**src/rtl/csvx_pkg.sv**
```systemverilog
package csvx_pkg;

	// Field length (in characters) at which a field faults; one char shorter still converts.
	localparam int MAX_FIELD_CHARS = 10;
	localparam int FLEN_W          = $clog2(MAX_FIELD_CHARS + 1);

	localparam int CHAR_W   = 8;
	localparam int COL_W    = 8;
	localparam int DIGIT_W  = 30;
	localparam int VALUE_W  = 31;
	localparam int SUM_W    = 64;
	localparam int COUNT_W  = 32;
	localparam int ADDR_W   = 4;
	localparam int DATA_W   = 32;
	localparam int M_DATA_W = 224;

	localparam logic [CHAR_W-1:0] CHAR_NUL   = 8'h00;
	localparam logic [CHAR_W-1:0] CHAR_COMMA = 8'h2C;
	localparam logic [CHAR_W-1:0] CHAR_PLUS  = 8'h2B;
	localparam logic [CHAR_W-1:0] CHAR_MINUS = 8'h2D;
	localparam logic [CHAR_W-1:0] CHAR_SPACE = 8'h20;
	localparam logic [CHAR_W-1:0] CHAR_TAB   = 8'h09;
	localparam logic [CHAR_W-1:0] CHAR_CR    = 8'h0D;
	localparam logic [CHAR_W-1:0] CHAR_ZERO  = 8'h30;
	localparam logic [CHAR_W-1:0] CHAR_NINE  = 8'h39;

	localparam logic [1:0] REG_FIRST_COL  = 2'd0;
	localparam logic [1:0] REG_SECOND_COL = 2'd1;
	localparam logic [1:0] REG_SKIP_HDR   = 2'd2;

	localparam logic [COL_W-1:0] FIRST_COL_RST  = 8'd8;
	localparam logic [COL_W-1:0] SECOND_COL_RST = 8'd9;

	typedef enum logic [1:0] {
		ST_VALID    = 2'd0,
		ST_MISSING  = 2'd1,
		ST_TOO_LONG = 2'd2,
		ST_HEADER   = 2'd3
	} status_t;

	typedef enum logic [1:0] {
		PH_LEAD   = 2'd0,
		PH_DIGITS = 2'd1,
		PH_STOP   = 2'd2,
		PH_HALT   = 2'd3
	} phase_t;

	typedef struct packed {
		logic [COL_W-1:0] first_column;
		logic [COL_W-1:0] second_column;
		logic             skip_header;
	} cfg_t;

	typedef struct packed {
		status_t            status;
		logic [VALUE_W-1:0] first_value;
		logic [VALUE_W-1:0] second_value;
	} line_res_t;

endpackage

```
**src/rtl/csvx_cfg_regs.sv**
```systemverilog
module csvx_cfg_regs
	import csvx_pkg::*;
(
	input  logic              clk,
	input  logic              arst_n,
	input  logic              psel,
	input  logic              penable,
	input  logic              pwrite,
	input  logic [ADDR_W-1:0] paddr,
	input  logic [DATA_W-1:0] pwdata,
	output logic [DATA_W-1:0] prdata,
	output logic              pready,
	output cfg_t              cfg
);

	cfg_t cfg_q;
	logic wr_en;

	assign pready = 1'b1;
	assign wr_en  = psel & penable & pwrite;
	assign cfg    = cfg_q;

	always_ff @(posedge clk or negedge arst_n) begin
		if (!arst_n) begin
			cfg_q.first_column  <= FIRST_COL_RST;
			cfg_q.second_column <= SECOND_COL_RST;
			cfg_q.skip_header   <= 1'b1;
		end else if (wr_en) begin
			unique case (paddr[3:2])
				REG_FIRST_COL:  cfg_q.first_column  <= pwdata[COL_W-1:0];
				REG_SECOND_COL: cfg_q.second_column <= pwdata[COL_W-1:0];
				REG_SKIP_HDR:   cfg_q.skip_header   <= pwdata[0];
				default: ;
			endcase
		end
	end

	always_comb begin
		prdata = '0;
		unique case (paddr[3:2])
			REG_FIRST_COL:  prdata = {{(DATA_W-COL_W){1'b0}}, cfg_q.first_column};
			REG_SECOND_COL: prdata = {{(DATA_W-COL_W){1'b0}}, cfg_q.second_column};
			REG_SKIP_HDR:   prdata = {{(DATA_W-1){1'b0}}, cfg_q.skip_header};
			default:        prdata = '0;
		endcase
	end

endmodule

```
**src/rtl/csvx_field_parse.sv**
```systemverilog
module csvx_field_parse
	import csvx_pkg::*;
(
	input  logic              clk,
	input  logic              arst_n,
	input  logic              step,
	input  logic [CHAR_W-1:0] char_code,
	input  logic              line_end,
	input  cfg_t              cfg,
	output line_res_t         line_res
);

	localparam logic [FLEN_W-1:0] LEN_MAX = FLEN_W'(MAX_FIELD_CHARS);

	logic [COL_W-1:0]   comma_q, comma_d;
	logic [FLEN_W-1:0]  len_q, len_d;
	logic [DIGIT_W-1:0] digit_q, digit_d;
	logic               neg_q, neg_d;
	phase_t             phase_q, phase_d;
	logic [VALUE_W-1:0] first_q, first_d;
	logic [VALUE_W-1:0] second_q, second_d;
	logic [1:0]         found_q, found_d;
	status_t            fault_q, fault_d;
	logic               hdr_q, hdr_d;

	logic [COL_W-1:0]   comma_inc;
	logic [1:0]         hit;
	logic               is_digit, is_blank;
	logic [DIGIT_W-1:0] digit_acc;
	logic [VALUE_W-1:0] field_val;
	logic [FLEN_W-1:0]  len_inc;

	assign comma_inc = comma_q + 1'b1;
	assign hit       = {comma_inc == cfg.second_column, comma_inc == cfg.first_column};
	assign is_digit  = (char_code >= CHAR_ZERO) && (char_code <= CHAR_NINE);
	assign is_blank  = (char_code == CHAR_SPACE) ||
	                   ((char_code >= CHAR_TAB) && (char_code <= CHAR_CR));
	// times ten as two shifts, plus the digit; wraps at 30 bits
	assign digit_acc = {digit_q[DIGIT_W-4:0], 3'b000} + {digit_q[DIGIT_W-2:0], 1'b0} +
	                   {{(DIGIT_W-4){1'b0}}, char_code[3:0]};
	assign field_val = neg_q ? (VALUE_W'(0) - {1'b0, digit_q}) : {1'b0, digit_q};
	assign len_inc   = (len_q < LEN_MAX) ? len_q + 1'b1 : len_q;

	always_comb begin
		comma_d  = comma_q;
		len_d    = len_q;
		digit_d  = digit_q;
		neg_d    = neg_q;
		phase_d  = phase_q;
		first_d  = first_q;
		second_d = second_q;
		found_d  = found_q;
		fault_d  = fault_q;
		hdr_d    = hdr_q;
		if (step) begin
			if (line_end) begin
				comma_d  = '0;
				len_d    = '0;
				digit_d  = '0;
				neg_d    = 1'b0;
				phase_d  = PH_LEAD;
				first_d  = '0;
				second_d = '0;
				found_d  = '0;
				fault_d  = ST_VALID;
				hdr_d    = 1'b0;
			end else if (fault_q == ST_VALID && phase_q != PH_HALT) begin
				if (char_code == CHAR_NUL) begin
					phase_d = PH_HALT;
				end else if (char_code == CHAR_COMMA) begin
					// past 255 commas the field keeps running
					if (comma_q != '1) begin
						comma_d = comma_inc;
						if (hit != 2'b00 && len_q == '0) begin
							fault_d = ST_MISSING;
						end else if (hit != 2'b00 && len_q >= LEN_MAX) begin
							fault_d = ST_TOO_LONG;
						end else begin
							if (hit[0]) first_d = field_val;
							if (hit[1]) second_d = field_val;
							found_d = found_q | hit;
							len_d   = '0;
							digit_d = '0;
							neg_d   = 1'b0;
							phase_d = PH_LEAD;
						end
					end
				end else begin
					len_d = len_inc;
					unique case (phase_q)
						PH_LEAD: begin
							if (is_blank) begin
								phase_d = PH_LEAD;
							end else if (char_code == CHAR_PLUS || char_code == CHAR_MINUS) begin
								neg_d   = (char_code == CHAR_MINUS);
								phase_d = PH_DIGITS;
							end else if (is_digit) begin
								phase_d = PH_DIGITS;
								digit_d = digit_acc;
							end else begin
								phase_d = PH_STOP;
							end
						end
						PH_DIGITS: begin
							if (is_digit) digit_d = digit_acc;
							else phase_d = PH_STOP;
						end
						PH_STOP, PH_HALT: phase_d = phase_q;
						default: phase_d = phase_q;
					endcase
				end
			end
		end
	end

	// line summary, meaningful when a line_end item steps
	always_comb begin
		line_res.status       = ST_VALID;
		line_res.first_value  = '0;
		line_res.second_value = '0;
		priority if (hdr_q && cfg.skip_header) begin
			line_res.status = ST_HEADER;
		end else if (fault_q != ST_VALID) begin
			line_res.status = fault_q;
		end else if (found_q != 2'b11) begin
			line_res.status = ST_MISSING;
		end else begin
			line_res.status       = ST_VALID;
			line_res.first_value  = first_q;
			line_res.second_value = second_q;
		end
	end

	always_ff @(posedge clk or negedge arst_n) begin
		if (!arst_n) begin
			comma_q  <= '0;
			len_q    <= '0;
			digit_q  <= '0;
			neg_q    <= 1'b0;
			phase_q  <= PH_LEAD;
			first_q  <= '0;
			second_q <= '0;
			found_q  <= '0;
			fault_q  <= ST_VALID;
			hdr_q    <= 1'b1;
		end else begin
			comma_q  <= comma_d;
			len_q    <= len_d;
			digit_q  <= digit_d;
			neg_q    <= neg_d;
			phase_q  <= phase_d;
			first_q  <= first_d;
			second_q <= second_d;
			found_q  <= found_d;
			fault_q  <= fault_d;
			hdr_q    <= hdr_d;
		end
	end

endmodule

```
**src/rtl/csvx_accum.sv**
```systemverilog
module csvx_accum
	import csvx_pkg::*;
(
	input  logic               clk,
	input  logic               arst_n,
	input  logic               load,
	input  line_res_t          line_res,
	output line_res_t          res,
	output logic [SUM_W-1:0]   first_sum,
	output logic [SUM_W-1:0]   second_sum,
	output logic [COUNT_W-1:0] valid_lines
);

	line_res_t          res_q;
	logic [SUM_W-1:0]   first_sum_q, second_sum_q;
	logic [COUNT_W-1:0] count_q;
	logic [SUM_W-1:0]   first_ext, second_ext;

	assign first_ext  = {{(SUM_W-VALUE_W){line_res.first_value[VALUE_W-1]}},
	                     line_res.first_value};
	assign second_ext = {{(SUM_W-VALUE_W){line_res.second_value[VALUE_W-1]}},
	                     line_res.second_value};

	always_ff @(posedge clk) begin
		if (load) res_q <= line_res;
	end

	// totals only move when a result loads, so they hold while the output stalls
	always_ff @(posedge clk or negedge arst_n) begin
		if (!arst_n) begin
			first_sum_q  <= '0;
			second_sum_q <= '0;
			count_q      <= '0;
		end else if (load && line_res.status == ST_VALID) begin
			first_sum_q  <= first_sum_q + first_ext;
			second_sum_q <= second_sum_q + second_ext;
			if (count_q != '1) count_q <= count_q + 1'b1;
		end
	end

	assign res         = res_q;
	assign first_sum   = first_sum_q;
	assign second_sum  = second_sum_q;
	assign valid_lines = count_q;

endmodule

```
**src/rtl/csv_two_column_extract_sum_top.sv**
```systemverilog
// CSV two-field extractor and summer.
// Slave stream: one character per item in s_tdata, s_tlast high marks a
// line-end item (its character is ignored). Master stream: one result per
// line-end item; m_tuser carries the line status, m_tdata the two field
// values and the running sums and valid-line count after this line.
// APB port: reg 0 first column (0x0), reg 1 second column (0x4),
// reg 2 skip header (0x8); pready is always high.
// Throughput: one item per cycle, characters and line ends alike, while the
// sink keeps m_tready high. An accepted line-end item passes the input
// register, then its result loads into the output register.
// The input register feeds the field scanner; the output register holds the
// result until taken, so characters keep flowing while a result waits.
// A line-end item waits in the input register only while the output
// register is full and stalled; s_tready drops then.
// Reset clears line state, sums and count, arms the header skip and loads
// the register defaults; no result is pending after reset.
module csv_two_column_extract_sum_top
	import csvx_pkg::*;
(
	input  logic                clk,
	input  logic                arst_n,
	input  logic                s_tvalid,
	output logic                s_tready,
	input  logic [CHAR_W-1:0]   s_tdata,   // [7:0] char_code
	input  logic                s_tlast,   // line_end
	output logic                m_tvalid,
	input  logic                m_tready,
	output logic [M_DATA_W-1:0] m_tdata,   // [30:0] first_value, [61:31] second_value,
	                                       // [125:62] first_sum, [189:126] second_sum,
	                                       // [221:190] valid_lines, [223:222] zero
	output logic [1:0]          m_tuser,   // [1:0] line_status
	input  logic                psel,
	input  logic                penable,
	input  logic                pwrite,
	input  logic [ADDR_W-1:0]   paddr,
	input  logic [DATA_W-1:0]   pwdata,
	output logic [DATA_W-1:0]   prdata,
	output logic                pready
);

	cfg_t               cfg;
	line_res_t          line_res, res;
	logic [SUM_W-1:0]   first_sum, second_sum;
	logic [COUNT_W-1:0] valid_lines;

	logic              valid_s1;
	logic [CHAR_W-1:0] char_s1;
	logic              last_s1;
	logic              out_free, advance, load, m_valid_q;

	assign out_free = !m_valid_q || m_tready;
	assign advance  = valid_s1 && (!last_s1 || out_free);
	assign load     = advance && last_s1;
	assign s_tready = !valid_s1 || advance;

	always_ff @(posedge clk or negedge arst_n) begin
		if (!arst_n) begin
			valid_s1 <= 1'b0;
		end else if (s_tready) begin
			valid_s1 <= s_tvalid;
		end
	end

	always_ff @(posedge clk) begin
		if (s_tready && s_tvalid) begin
			char_s1 <= s_tdata;
			last_s1 <= s_tlast;
		end
	end

	always_ff @(posedge clk or negedge arst_n) begin
		if (!arst_n) begin
			m_valid_q <= 1'b0;
		end else if (load) begin
			m_valid_q <= 1'b1;
		end else if (m_tready) begin
			m_valid_q <= 1'b0;
		end
	end

	csvx_cfg_regs u_cfg (
		.clk     (clk),
		.arst_n  (arst_n),
		.psel    (psel),
		.penable (penable),
		.pwrite  (pwrite),
		.paddr   (paddr),
		.pwdata  (pwdata),
		.prdata  (prdata),
		.pready  (pready),
		.cfg     (cfg)
	);

	csvx_field_parse u_parse (
		.clk       (clk),
		.arst_n    (arst_n),
		.step      (advance),
		.char_code (char_s1),
		.line_end  (last_s1),
		.cfg       (cfg),
		.line_res  (line_res)
	);

	csvx_accum u_accum (
		.clk         (clk),
		.arst_n      (arst_n),
		.load        (load),
		.line_res    (line_res),
		.res         (res),
		.first_sum   (first_sum),
		.second_sum  (second_sum),
		.valid_lines (valid_lines)
	);

	assign m_tvalid = m_valid_q;
	assign m_tuser  = res.status;
	assign m_tdata  = {2'b00, valid_lines, second_sum, first_sum,
	                   res.second_value, res.first_value};

endmodule

```
**config.mk**
```make
export PLATFORM = sky130hd
export DESIGN_NAME = csv_two_column_extract_sum_top
export DESIGN_NICKNAME = d
export VERILOG_FILES = /design/src/rtl/csvx_pkg.sv /design/src/rtl/csvx_cfg_regs.sv /design/src/rtl/csvx_field_parse.sv /design/src/rtl/csvx_accum.sv /design/src/rtl/csv_two_column_extract_sum_top.sv
export SDC_FILE = /design/constraint.sdc
export NUM_CORES = 1
export LEC_CHECK = 0
export BUFFER_PORTS_ARGS = -buffer_cell sky130_fd_sc_hd__buf_2
export CAP_MARGIN = 20
export CELL_PAD_IN_SITES_DETAIL_PLACEMENT = 1
export CELL_PAD_IN_SITES_GLOBAL_PLACEMENT = 1
export CORE_MARGIN = 5
export CORE_UTILIZATION = 35
export DETAILED_ROUTE_END_ITERATION = 12
export GPL_ROUTABILITY_DRIVEN = 0
export GPL_TIMING_DRIVEN = 0
export PLACE_DENSITY = 0.7
export SLEW_MARGIN = 20
export SYNTH_ARGS = -nofsm -noshare
export SYNTH_HDL_FRONTEND = slang
export SYNTH_SLANG_ARGS = --single-unit
```
**constraint.sdc**
```tcl
create_clock -name clk -period 5.85 [get_ports clk]
set_input_delay 1.17 -clock clk [delete_from_list [all_inputs] [get_ports clk]]
set_output_delay 1.17 -clock clk [all_outputs]
set_load 0.005 [all_outputs]
```
==> results of run 1 <==
power breakdown:
part	total, uW	leakage [uW]	switching, uW	internal [uW]
logic	1110	0.00819	658	456
clock network	2860	0.000745	1130	1730
registers	2910	0.00470	189	2720
total	6880	0.0136	1980	4900
path summary, 6_finish.rpt:
path                       cells past startpoint  slack, ns                   start                     end
max                                           18       0.41      u_parse.fault_q[1]  u_accum.second_sum[49]
min                                            1       0.47  u_accum.second_sum[63]  u_accum.second_sum[63]
max reg2reg                                   18       0.41      u_parse.fault_q[1]  u_accum.second_sum[49]
min reg2reg                                    1       0.47  u_accum.second_sum[63]  u_accum.second_sum[63]
max in group asynchronous                      3       4.06                  arst_n            u_cfg.cfg[0]
min in group asynchronous                      1       0.54                  arst_n   u_accum.first_sum[49]
area by class of cell:
type | instances | area (sq um) | share of cell area [%]
well taps | 931 | 1160 | 4.09
inverters | 46 | 175 | 0.616
repair buffers | 265 | 1460 | 5.15
clock inverters | 11 | 141 | 0.497
flip-flops and latches | 364 | 9480 | 33.3
multi-input cells | 2086 | 13900 | 48.9
clock buffers | 71 | 1370 | 4.80
diodes | 1 | 2.50 | 0.00880
plain buffers | 144 | 731 | 2.57
kinds of logic after synthesis:
family | count (synthesis)
muxes | 83
DFF | 364
xor gates and xnor gates | 218
adders and majority gates | 190
and+or+nand+nor | 843
buffers and inverters | 190
AOI/OAI and AO/OA | 725
other | 2
layer usage:
metal	part of all wire [%]	wire length (um)
met3	3.4	2720
met2	50	40000
met1	44	34700
met4	2.3	1810
met5	0	0
cell usage in the layout, fill, tap and decap left out, types with 7 or more instances in the layout:
master     count
nor2_1        97
edfxtp_1      73
buf_4         36
o21ai_0      180
xor2_1        94
ha_1         186
mux2_2        20
nand2b_1      22
o21ai_1       69
nor2b_1       26
inv_1         45
a31oi_1       22
nand4_1       35
nand3_1       73
o31ai_1       33
clkinv_2       7
or3_1          9
o21a_1        16
clkbuf_1     102
and3_1        27
mux2i_1       62
o21bai_1      15
clkbuf_8      12
o41ai_1        9
xnor2_1      122
conb_1        27
a211oi_1      15
and2_1        73
nor3b_1        7
a21oi_1      164
dfrtp_1      286
o211ai_1      11
nor3_1        33
a21o_1       106
clkbuf_16     46
nand2_1      386
buf_2        264
and4_1        16
state kept, by name, indices dropped and copies added (netlist names), 2 cells and up:
| name | flops |
|---|---|
| u_accum.valid_lines | 32 |
| u_parse.second_q | 31 |
| u_parse.fault_q | 2 |
| u_parse.phase_q | 2 |
| u_cfg.cfg | 17 |
| u_accum.res | 64 |
| char_s1 | 8 |
| u_parse.comma_q | 8 |
| u_parse.digit_q | 30 |
| u_accum.second_sum | 64 |
| u_parse.first_q | 31 |
| u_accum.first_sum | 64 |
| u_parse.len_q | 4 |
| u_parse.found_q | 2 |
through the flow:
| step | setup TNS, ns | total power, uW | instances | area, sq um | setup WS, ns |
|---|---|---|---|---|---|
| finish | 0 | 6880 | 3919 | 28400 | 0.406 |
| global route | 0 | 7230 | 3918 | 28400 | 0.0677 |
| CTS | 0 | 6970 | 3918 | 28400 | 0.110 |
| detailed placement | -0.0180 | 4070 | 3836 | 26900 | -0.0180 |
| global placement | -620.48 | 3980 | 3830 | 26700 | -2.21 |
| floorplan | 0 | 3670 | 2640 | 24300 | 1.45 |
timing repair:
action                                  4_1_cts  5_1_grt
cloned                                        0        0
endpoints found under the setup margin        2        6
resized for setup                             1        3
hold endpoints to repair                      0        0
pin swaps                                     0        0
==> flow_summary_export.csv, run 1 <==
group,metric,value,unit
yosys,synth_top_cell_by_area,"dfrtp_1",
timing,holdWs,0.471,ns
yosys,post-synth-top-count-cell,"nand2_1",
placed_design,dp.final_hpwl,61900,um
setup_path,cp_cell_sequence,"a21o_1 -> nor3_2 -> clkbuf_2 -> clkbuf_1 -> nand2_1 -> inv_1 -> ha_1 -> a211oi_1 -> o211ai_1 -> a21boi_2 -> o221ai_1 -> a311o_1 -> a41o_1 -> nand3_1 -> a31oi_1 -> a211oi_1 -> xor2_1 -> o21ai_1",
yosys,synthDistinctLibCells,92,
power,total_leakage_power,0.0136,uW
layout,final_nets,3194,
layout,fillCellCount,8013,
clock_network,cts_made_buffers,45,
yosys,synthesis.instances,2615,
clock_network,tritoncts,"built",
floorplanning,width_of_the_die,273,um
placed_design,place.port_buffers,259,
yosys,synth_fa_ha_area_share,9.95,%
setup_path,crit_path_max_fanout,10,
yosys,muxShareOfSynthArea,3.56,%
layout,final_core_util,41.5,%
global_route,grtUsageTotal,20.6,%
yosys,synth_simple_gate_area_share,16.8,%
yosys,synth_enable_flop_cells,73,
setup_path,critical-path-slowest-cell,"clkbuf_1",
route,detailroute.via_count,21000,
timing,layout_min_cycle_time,5.44,ns
yosys,netlist.area_leader.share,29.6,%
timing,relSlewSlack,32.9,%
timing,finalClockSkew,0.0346,ns
route,final_antenna_net_count,0,
yosys,yosys-top-cells-area,"dfrtp_1 (30%), ha_1 (9.6%), edfxtp_1 (9.1%), nand2_1 (6.0%), xnor2_1 (4.4%)",
yosys,synthesis.area,24200,sq um
power,max-vdd-ir-drop,0.000212,V
yosys,synth.ff_latch_count,364,
clock_network,clkSinkCount,364,
route,detail_route.iter0.violations,1141,
global_route,initial_antenna_violation_count,0,
setup_path,timing.critical_path.to_type,"flop",
route,route.final.wire_length,79200,um
global_route,grt_pass1_wl,125000,um
global_route,grt_pass1_vias,22200,
yosys,synthesis.yosys.warnings,0,
run,drv.max_cap_violation_count,0,
yosys,yosysSeqAreaShare,39.2,%
setup_path,req_time_crit_path,6.29,ns
setup_path,critical_path_class,"flop to flop",
yosys,dominantRegCellSynth,"dfrtp_1",
setup_path,cell_type_group_with_the_largest_total_delay_on_the_critical_path,"compound AO/OA/AOI/OAI gates",
global_route,gr-usage-met1,26.0,%
floorplanning,core-area,68600,sq um
setup_path,cpMostUsedCell,"a211oi_1",
setup_path,critPathArrivalTime,5.88,ns
clock_network,cts.htree.levels,2,
outcome,run_status,"finished, final reports clean",
layout,drive_gt1_share,15.3,%
global_route,groute.layer.met3.usage,2.80,%
layout,area_overhead_of_the_layout_relative_to_synthesis,17.6,%
clock_network,post-cts-setup-buffer-count,0,
setup_path,worst_setup_path_start_kind,"flop",
yosys,share_of_the_synthesized_netlist_area_taken_by_xor_and_xnor_gates,8.01,%
clock_network,max-clock-path-buffers,3,
clock_network,clockRootBuffer,"clkbuf_16",
route,vias_per_cell,5.35,
yosys,compound_cell_area_share_of_the_yosys_netlist,18.8,%
timing,maxClockFrequency,0.184,GHz
clock_network,postCtsHoldBufs,0,
floorplanning,fp-row-count,96,
setup_path,timing.critical_path.slowest_cell_delay,0.54,ns
timing,hold_violations,0,
route,detailedRoute.firstPassIterationCount,5,
floorplanning,initial_core_util,35.3,%
timing,timing.final.crit_share,93.1,%
yosys,netlist_top_cells_count,"nand2_1 (386), dfrtp_1 (286), ha_1 (186)",
global_route,met2_usage,37.2,%
global_route,grt.overflow.total,0,
floorplanning,top_level_port_count,313,
floorplanning,die_height,273,um
timing,grt_setup_unrepaired,"false",
yosys,synthArstFlopShare,79.9,%
min_path,min_path_type,"flop to flop",
route,remaining_drc_errors,0,
setup_path,critical_path_buf_inv_count,3,
clock_network,worstSkewPairLatency,0.59,ns
timing,final-max-slew-violation-count,0,
timing,setup-violations-final,0,
floorplanning,die_area,74500,sq um
timing,max_slew.worst_pin.slew,1.01,ns
route,routedWlPerCell,20.2,um
power,cellPowerDensity,242,nW/um^2
global_route,global_route.peak_usage_layer,"met2",
yosys,main_combinational_cell_family_by_area_after_synthesis,"compound AO/OA/AOI/OAI gates",
yosys,postSynthAreaPerCell,9.25,sq um
clock_network,path_clk_slew,0.06,ns
global_route,grt_start_max_net_pins,94,
Power figures use the tool's default switching activity.
==> inputs of run 2 (changes only) <==
--- a/config.mk
+++ b/config.mk
@@ -9,11 +9,9 @@
 export CAP_MARGIN = 20
 export CELL_PAD_IN_SITES_DETAIL_PLACEMENT = 1
 export CELL_PAD_IN_SITES_GLOBAL_PLACEMENT = 1
-export CORE_MARGIN = 5
 export CORE_UTILIZATION = 35
 export DETAILED_ROUTE_END_ITERATION = 12
 export GPL_ROUTABILITY_DRIVEN = 0
-export GPL_TIMING_DRIVEN = 0
 export PLACE_DENSITY = 0.7
 export SLEW_MARGIN = 20
 export SYNTH_ARGS = -nofsm -noshare
==> run 2 against run 1 <==
Compared with the run above:
- clock skew decreased by 0.016 ns
- clock power decreased by 5%
- setup slack improved by 0.35 ns
- highest routed layer unchanged
- count of clock-buffer cells in the layout decreased by 11
- critical path depth decreased by 2
- die area decreased by 5.8%
- critical path type unchanged
- register-to-register slack improved by 0.35 ns
- sequential power about the same
- non-clock buffer count decreased by 129
==> flow_summary_export.csv, run 2 (synthesized netlist as in run 1, its figures left out) <==
group,metric,value,unit
global_route,grt_start_max_net_pins,218,
timing,grt_setup_unrepaired,"false",
layout,area_overhead_of_the_layout_relative_to_synthesis,14.2,%
timing,maxClockFrequency,0.196,GHz
power,cellPowerDensity,243,nW/um^2
floorplanning,top_level_port_count,313,
clock_network,max-clock-path-buffers,3,
global_route,grt_pass1_wl,115000,um
setup_path,regToRegSetupSlack,0.76,ns
setup_path,critical_path_depth,16,
global_route,grt.overflow.total,0,
clock_network,ctsResizeCount,0,
setup_path,critical-path-slowest-cell,"and2_1",
clock_network,tritoncts,"built",
clock_network,cts_made_buffers,45,
min_path,min_path_type,"flop to flop",
timing,relSlewSlack,32.1,%
route,routedWlPerCell,19.1,um
route,detail_route.iter0.violations,1082,
floorplanning,die_height,265,um
timing,timing.setup.tns,0,ns
layout,diodes,0,
setup_path,rr_startpoint,"u_parse.fault_q[1]",
timing,finalClockSkew,0.0186,ns
clock_network,post-cts-setup-buffer-count,0,
floorplanning,fp-row-count,96,
power,total_leakage_power,0.0133,uW
timing,finalWorstSetupSlack,0.755,ns
timing,setup-violations-final,0,
clock_network,clkSinkCount,364,
layout,layout.cells.most_common,"nand2_1",
route,route.final.wire_length,71600,um
route,detailedRoute.firstPassIterationCount,5,
floorplanning,width_of_the_die,265,um
timing,final-max-slew-violation-count,0,
setup_path,crit_path_start,"u_parse.fault_q[1]",
setup_path,worstSetupEndpoint,"u_accum.second_sum[57]",
clock_network,cts.htree.levels,2,
global_route,grtUsageTotal,20.2,%
setup_path,cpMostUsedCell,"a21o_1",
setup_path,reg2reg_depth,16,
floorplanning,die_area,70200,sq um
floorplanning,initial_core_util,35.3,%
outcome,run_status,"finished, final reports clean",
layout,final_nets,3065,
power,max-vdd-ir-drop,0.000197,V
layout,layout.cells.most_common_list,"nand2_1 (385), dfrtp_1 (286), buf_2 (258), ha_1 (186), o21ai_0 (180)",
setup_path,cp_cell_sequence,"a21o_1 -> nor3_2 -> buf_4 -> and2_1 -> ha_1 -> a21o_1 -> a21o_1 -> a21oi_1 -> o21ai_1 -> a221oi_1 -> o22ai_1 -> nor2_1 -> nor2b_1 -> o21ai_1 -> mux2i_1 -> o311ai_1",
placed_design,placement.setup.worst_slack,0.796,ns
setup_path,worstReg2RegEnd,"u_accum.second_sum[57]",
route,remaining_drc_errors,0,
clock_network,path_clk_slew,0.06,ns
layout,drive_gt1_share,14.7,%
clock_network,postCtsHoldBufs,0,
placed_design,place.port_buffers,259,
route,final_antenna_net_count,0,
timing,timing.final.crit_share,87.1,%
timing,layout_min_cycle_time,5.09,ns
floorplanning,core-area,68500,sq um
global_route,initial_antenna_violation_count,1,
route,vias_per_cell,5.38,
timing,max_slew.worst_pin.slew,1.02,ns
setup_path,req_time_crit_path,6.27,ns
run,drv.max_cap_violation_count,0,
setup_path,critPathArrivalTime,5.51,ns
clock_network,worstSkewPairLatency,0.58,ns
setup_path,worst_setup_path_start_kind,"flop",
setup_path,crit_path_max_fanout,29,
timing,hold_violations,0,
clock_network,clockRootBuffer,"clkbuf_16",
placed_design,dp.final_hpwl,54100,um
setup_path,cell_type_group_with_the_largest_total_delay_on_the_critical_path,"simple AND/OR/NAND/NOR gates",
setup_path,critical_path_buf_inv_count,1,
setup_path,timing.critical_path.to_type,"flop",
global_route,grt_pass1_vias,21000,
route,detailroute.via_count,20100,
setup_path,timing.critical_path.slowest_cell_delay,0.68,ns
setup_path,critical_path_class,"flop to flop",
==> run 2: changes by cell type in the layout (fill, tap and decap cells not counted), sizes merged <==
| cell | previous run | this run |
|---|---|---|
| buf | 318 | 280 |
| bufinv | 3 | 2 |
| clkbuf | 162 | 60 |
| clkinv | 8 | 18 |
| clkinvlp | 0 | 2 |
| diode | 1 | 0 |
==> run 2: how the worst min path moves through the flow <==
stage | start | cells after the start | slack [ns] | endpoint
3_5_place_dp | u_accum.second_sum[63] | 1 | 0.47 | u_accum.second_sum[63]
5_1_grt | u_accum.second_sum[63] | 1 | 0.49 | u_accum.second_sum[63]
3_3_place_gp | u_accum.second_sum[63] | 1 | 0.46 | u_accum.second_sum[63]
6_report | u_accum.second_sum[63] | 1 | 0.47 | u_accum.second_sum[63]
2_1_floorplan | u_accum.first_sum[63] | 1 | 0.47 | u_accum.first_sum[63]
4_1_cts | u_accum.second_sum[63] | 1 | 0.48 | u_accum.second_sum[63]
==> run 2: layer usage <==
layer,wire length (um),vias to the layer above,GRT usage [%]
li1,-,9757,-
met2,35500,331,35.2
met5,0,-,0
met4,2360,0,6.80
met3,2380,118,2.67
met1,31300,9906,25.6
==> run 2: area by class of cell <==
cell class,instances,area [sq um]
inverter,46,174
multi-input combinational,2086,13900
clock buffer,60,1250
sequential,364,9480
timing repair buffer,280,1500
clock inverter,22,183
fill,8009,40800
tap,882,1100
==> run 2: where the power goes <==
part	total [uW]	internal [uW]	switching, uW
Sequential	2910	2720	187
Combinational	1080	428	653
Clock	2730	1590	1140
==> run 2: through the flow <==
| step | utilization [%] | hold WS, ns | area [sq um] | cells | power (uW) |
|---|---|---|---|---|---|
| floorplan | - | 0.469 | 24300 | 2640 | 3670 |
| global placement | 38.2 | 0.464 | 26200 | 3657 | 3960 |
| detailed placement | 38.2 | 0.471 | 26200 | 3658 | 4030 |
| CTS | 40.3 | 0.479 | 27600 | 3740 | 6810 |
| global route | 40.3 | 0.489 | 27600 | 3740 | 7040 |
| finish | 40.3 | 0.473 | 27600 | 3740 | 6720 |
==> run 2: worst reg2reg max path, cell delays in order, from the launching register on <==
cell      delay [ns]
dfrtp_1         0.40
a21o_1          0.19
nor3_2          0.48
buf_4           0.39
and2_1          0.69
ha_1            0.47
a21o_1          0.22
a21o_1          0.17
a21oi_1         0.20
o21ai_1         0.10
a221oi_1        0.39
o22ai_1         0.15
nor2_1          0.25
nor2b_1         0.36
o21ai_1         0.17
mux2i_1         0.19
o311ai_1        0.12
==> inputs of run 3 (changes only) <==
--- a/config.mk
+++ b/config.mk
@@ -10,10 +10,12 @@
 export CELL_PAD_IN_SITES_DETAIL_PLACEMENT = 1
 export CELL_PAD_IN_SITES_GLOBAL_PLACEMENT = 1
 export CORE_UTILIZATION = 35
+export CTS_CLUSTER_SIZE = 8
 export DETAILED_ROUTE_END_ITERATION = 12
 export GPL_ROUTABILITY_DRIVEN = 0
 export PLACE_DENSITY = 0.7
 export SLEW_MARGIN = 20
 export SYNTH_ARGS = -nofsm -noshare
 export SYNTH_HDL_FRONTEND = slang
+export SYNTH_HIERARCHICAL = 1
 export SYNTH_SLANG_ARGS = --single-unit
==> run 3 against run 2 <==
Compared with the run above:
- sequential share of layout area decreased by 0.95 points
- sequential cell count is the same
- register-to-register slack gained 0.02 ns
- clock power rose by 6%
- setup slack better by 0.017 ns
- sequential power down 4%
- clock skew up 0.0068 ns
- via count is 3.9% higher
- power fell by 8.3%
- critical path type unchanged
- highest routed layer unchanged
==> flow_summary_export.csv, run 3 <==
group,metric,value,unit
route,routedWlPerCell,20.2,um
timing,relSlewSlack,29.4,%
power,total_leakage_power,0.0137,uW
clock_network,path_clk_slew,0.05,ns
clock_network,ctsResizeCount,0,
route,detail_route.iter0.violations,1027,
setup_path,crit_path_start,"u_cfg/cfg[0]",
run,drv.max_cap_violation_count,0,
layout,final_nets,3115,
setup_path,timing.critical_path.to_type,"flop",
clock_network,cts_made_buffers,53,
placed_design,postPlaceCellArea,26900,sq um
route,remaining_drc_errors,0,
route,detailroute.via_count,20900,
route,vias_per_cell,5.44,
setup_path,rr_startpoint,"u_cfg/cfg[0]",
yosys,compound_cell_area_share_of_the_yosys_netlist,19.0,%
yosys,synthesis.instances,2658,
global_route,grt_pass1_wl,122000,um
placed_design,place.port_buffers,259,
global_route,initial_antenna_violation_count,1,
yosys,synthesis.yosys.warnings,6,
timing,timing.setup.tns,0,ns
floorplanning,width_of_the_die,268,um
yosys,dominantRegCellSynth,"dfrtp_1",
timing,max_slew.worst_pin.slew,1.06,ns
yosys,synthesis.area,24800,sq um
setup_path,critPathArrivalTime,5.54,ns
yosys,post-synth-top-count-cell,"nand2_1",
yosys,synth_top_cell_by_area,"dfrtp_1",
power,cellPowerDensity,217,nW/um^2
placed_design,placement.setup.worst_slack,0.926,ns
layout,diodes,0,
layout,layout.cells.most_common,"nand2_1",
yosys,muxShareOfSynthArea,5.00,%
timing,final-max-slew-violation-count,0,
min_path,min_path_cells,1,
setup_path,crit_path_max_fanout,61,
min_path,min_path_type,"flop to flop",
clock_network,clkSinkCount,364,
global_route,grt_start_max_net_pins,118,
outcome,run_status,"finished, final reports clean",
timing,grt_setup_unrepaired,"false",
timing,hold_violations,0,
floorplanning,die_height,268,um
clock_network,post-cts-setup-buffer-count,0,
layout,layout.cells.most_common_list,"nand2_1 (318), dfrtp_1 (286), buf_2 (258), o21ai_0 (238), ha_1 (186)",
layout,area_overhead_of_the_layout_relative_to_synthesis,14.7,%
setup_path,worstSetupEndpoint,"u_accum/first_sum[56]",
floorplanning,top_level_port_count,313,
power,max-vdd-ir-drop,0.000225,V
setup_path,critical_path_class,"flop to flop",
clock_network,tritoncts,"built",
yosys,synthDistinctLibCells,98,
route,final_antenna_net_count,0,
timing,setup-violations-final,0,
yosys,synthArstFlopShare,79.9,%
floorplanning,fp-row-count,97,
yosys,share_of_the_synthesized_netlist_area_taken_by_xor_and_xnor_gates,7.71,%
global_route,grtUsageTotal,21.4,%
route,route.final.wire_length,77800,um
layout,drive_gt1_share,15.4,%
timing,finalClockSkew,0.0255,ns
setup_path,worst_setup_path_start_kind,"flop",
layout,final_cell_area,28400,sq um
clock_network,clockRootBuffer,"clkbuf_16",
yosys,yosys-top-cells-area,"dfrtp_1 (29%), ha_1 (9.4%), edfxtp_1 (8.8%), nand2_1 (4.8%), o21ai_0 (4.8%)",
yosys,synth_enable_flop_cells,73,
global_route,grt_pass1_vias,21900,
yosys,synth.ff_latch_count,364,
yosys,yosysSeqAreaShare,38.3,%
timing,maxClockFrequency,0.197,GHz
clock_network,max-clock-path-buffers,3,
setup_path,regToRegSetupSlack,0.77,ns
yosys,netlist.area_leader.share,28.9,%
yosys,synth_simple_gate_area_share,16.4,%
setup_path,worstReg2RegEnd,"u_accum/first_sum[56]",
floorplanning,die_area,71800,sq um
clock_network,postCtsHoldBufs,0,
floorplanning,initial_core_util,35.4,%
timing,timing.final.crit_share,86.8,%
timing,holdWs,0.476,ns
setup_path,req_time_crit_path,6.31,ns
timing,finalWorstSetupSlack,0.773,ns
timing,layout_min_cycle_time,5.08,ns
setup_path,reg2reg_depth,17,
yosys,postSynthAreaPerCell,9.32,sq um
route,detailedRoute.firstPassIterationCount,5,
yosys,netlist_top_cells_count,"nand2_1 (319), dfrtp_1 (286), o21ai_0 (238)",
floorplanning,core-area,70000,sq um
layout,fillCellCount,8111,
yosys,main_combinational_cell_family_by_area_after_synthesis,"compound AO/OA/AOI/OAI gates",
yosys,synth_fa_ha_area_share,9.72,%
placed_design,dp.final_hpwl,59700,um
clock_network,cts.htree.levels,2,
global_route,grt.overflow.total,0,
clock_network,worstSkewPairLatency,0.62,ns
==> run 3: how the worst min path moves through the flow <==
stage	from	end	slack, ns
2_1_floorplan	u_parse/second_q[10]	u_parse/second_q[10]	0.45
3_3_place_gp	u_parse/second_q[13]	u_parse/second_q[13]	0.46
3_5_place_dp	u_parse/second_q[10]	u_parse/second_q[10]	0.47
4_1_cts	u_parse/second_q[4]	u_parse/second_q[4]	0.48
5_1_grt	u_parse/second_q[3]	u_parse/second_q[3]	0.50
6_report	u_parse/second_q[10]	u_parse/second_q[10]	0.48
==> run 3: critical path: stages (launching register included) <==
cell	delay, ns
dfstp_2	0.58
a21o_1	0.19
nor3_2	0.08
buf_12	0.17
and2_1	0.25
fa_1	0.49
a211oi_1	0.28
nor2_1	0.12
o211ai_1	0.42
a211oi_1	0.19
o41ai_1	0.57
a21oi_1	0.16
buf_4	0.19
a22oi_1	0.27
a41oi_1	0.34
a31oi_1	0.30
xor2_1	0.17
o21ai_0	0.11
==> run 3: layout make-up <==
class                      instances  area, sq um  area share, %
multi-input combinational       2117        14500           51.0
sequential                       364         9480           33.4
timing repair buffer             284         1530           5.39
clock buffer                      81         1470           5.18
tap                              940         1180           4.14
inverter                          53          199          0.700
clock inverter                     5         76.3          0.269
==> run 3: logic make-up (layout without fill, tap and decap cells) <==
group	Yosys count	after routing
buffers and inverters	201	423
AND/OR/NAND/NOR	829	829
multiplexers	99	99
AO/OA/AOI/OAI	757	757
XOR/XNOR	215	215
flip-flops	364	364
other	3	27
adder cells (fa/ha/maj)	190	190
==> run 3: through the flow <==
| stage | util (%) | cells | total power (uW) |
|---|---|---|---|
| after floorplan | - | 2682 | 3120 |
| after global routing | 40.6 | 3844 | 6440 |
| after global placement | 38.4 | 3758 | 3290 |
| final | 40.6 | 3844 | 6170 |
| after CTS | 40.6 | 3844 | 6280 |
| after detailed placement | 38.4 | 3758 | 3320 |
==> run 3: where the power goes <==
| group | internal, uW | total, uW | switching (uW) |
|---|---|---|---|
| combinational | 198 | 489 | 291 |
| clock | 1720 | 2890 | 1180 |
| sequential | 2680 | 2780 | 103 |
==> run 3: metal layers <==
| layer | global-route usage (%) | vias to the layer above | routed length [um] |
|---|---|---|---|
| met1 | 27.5 | 10400 | 34500 |
| met4 | 8.37 | 0 | 2890 |
| met3 | 3.50 | 137 | 3480 |
| met2 | 35.6 | 403 | 36900 |
| li1 | - | 9989 | - |
| met5 | 0 | - | 0 |
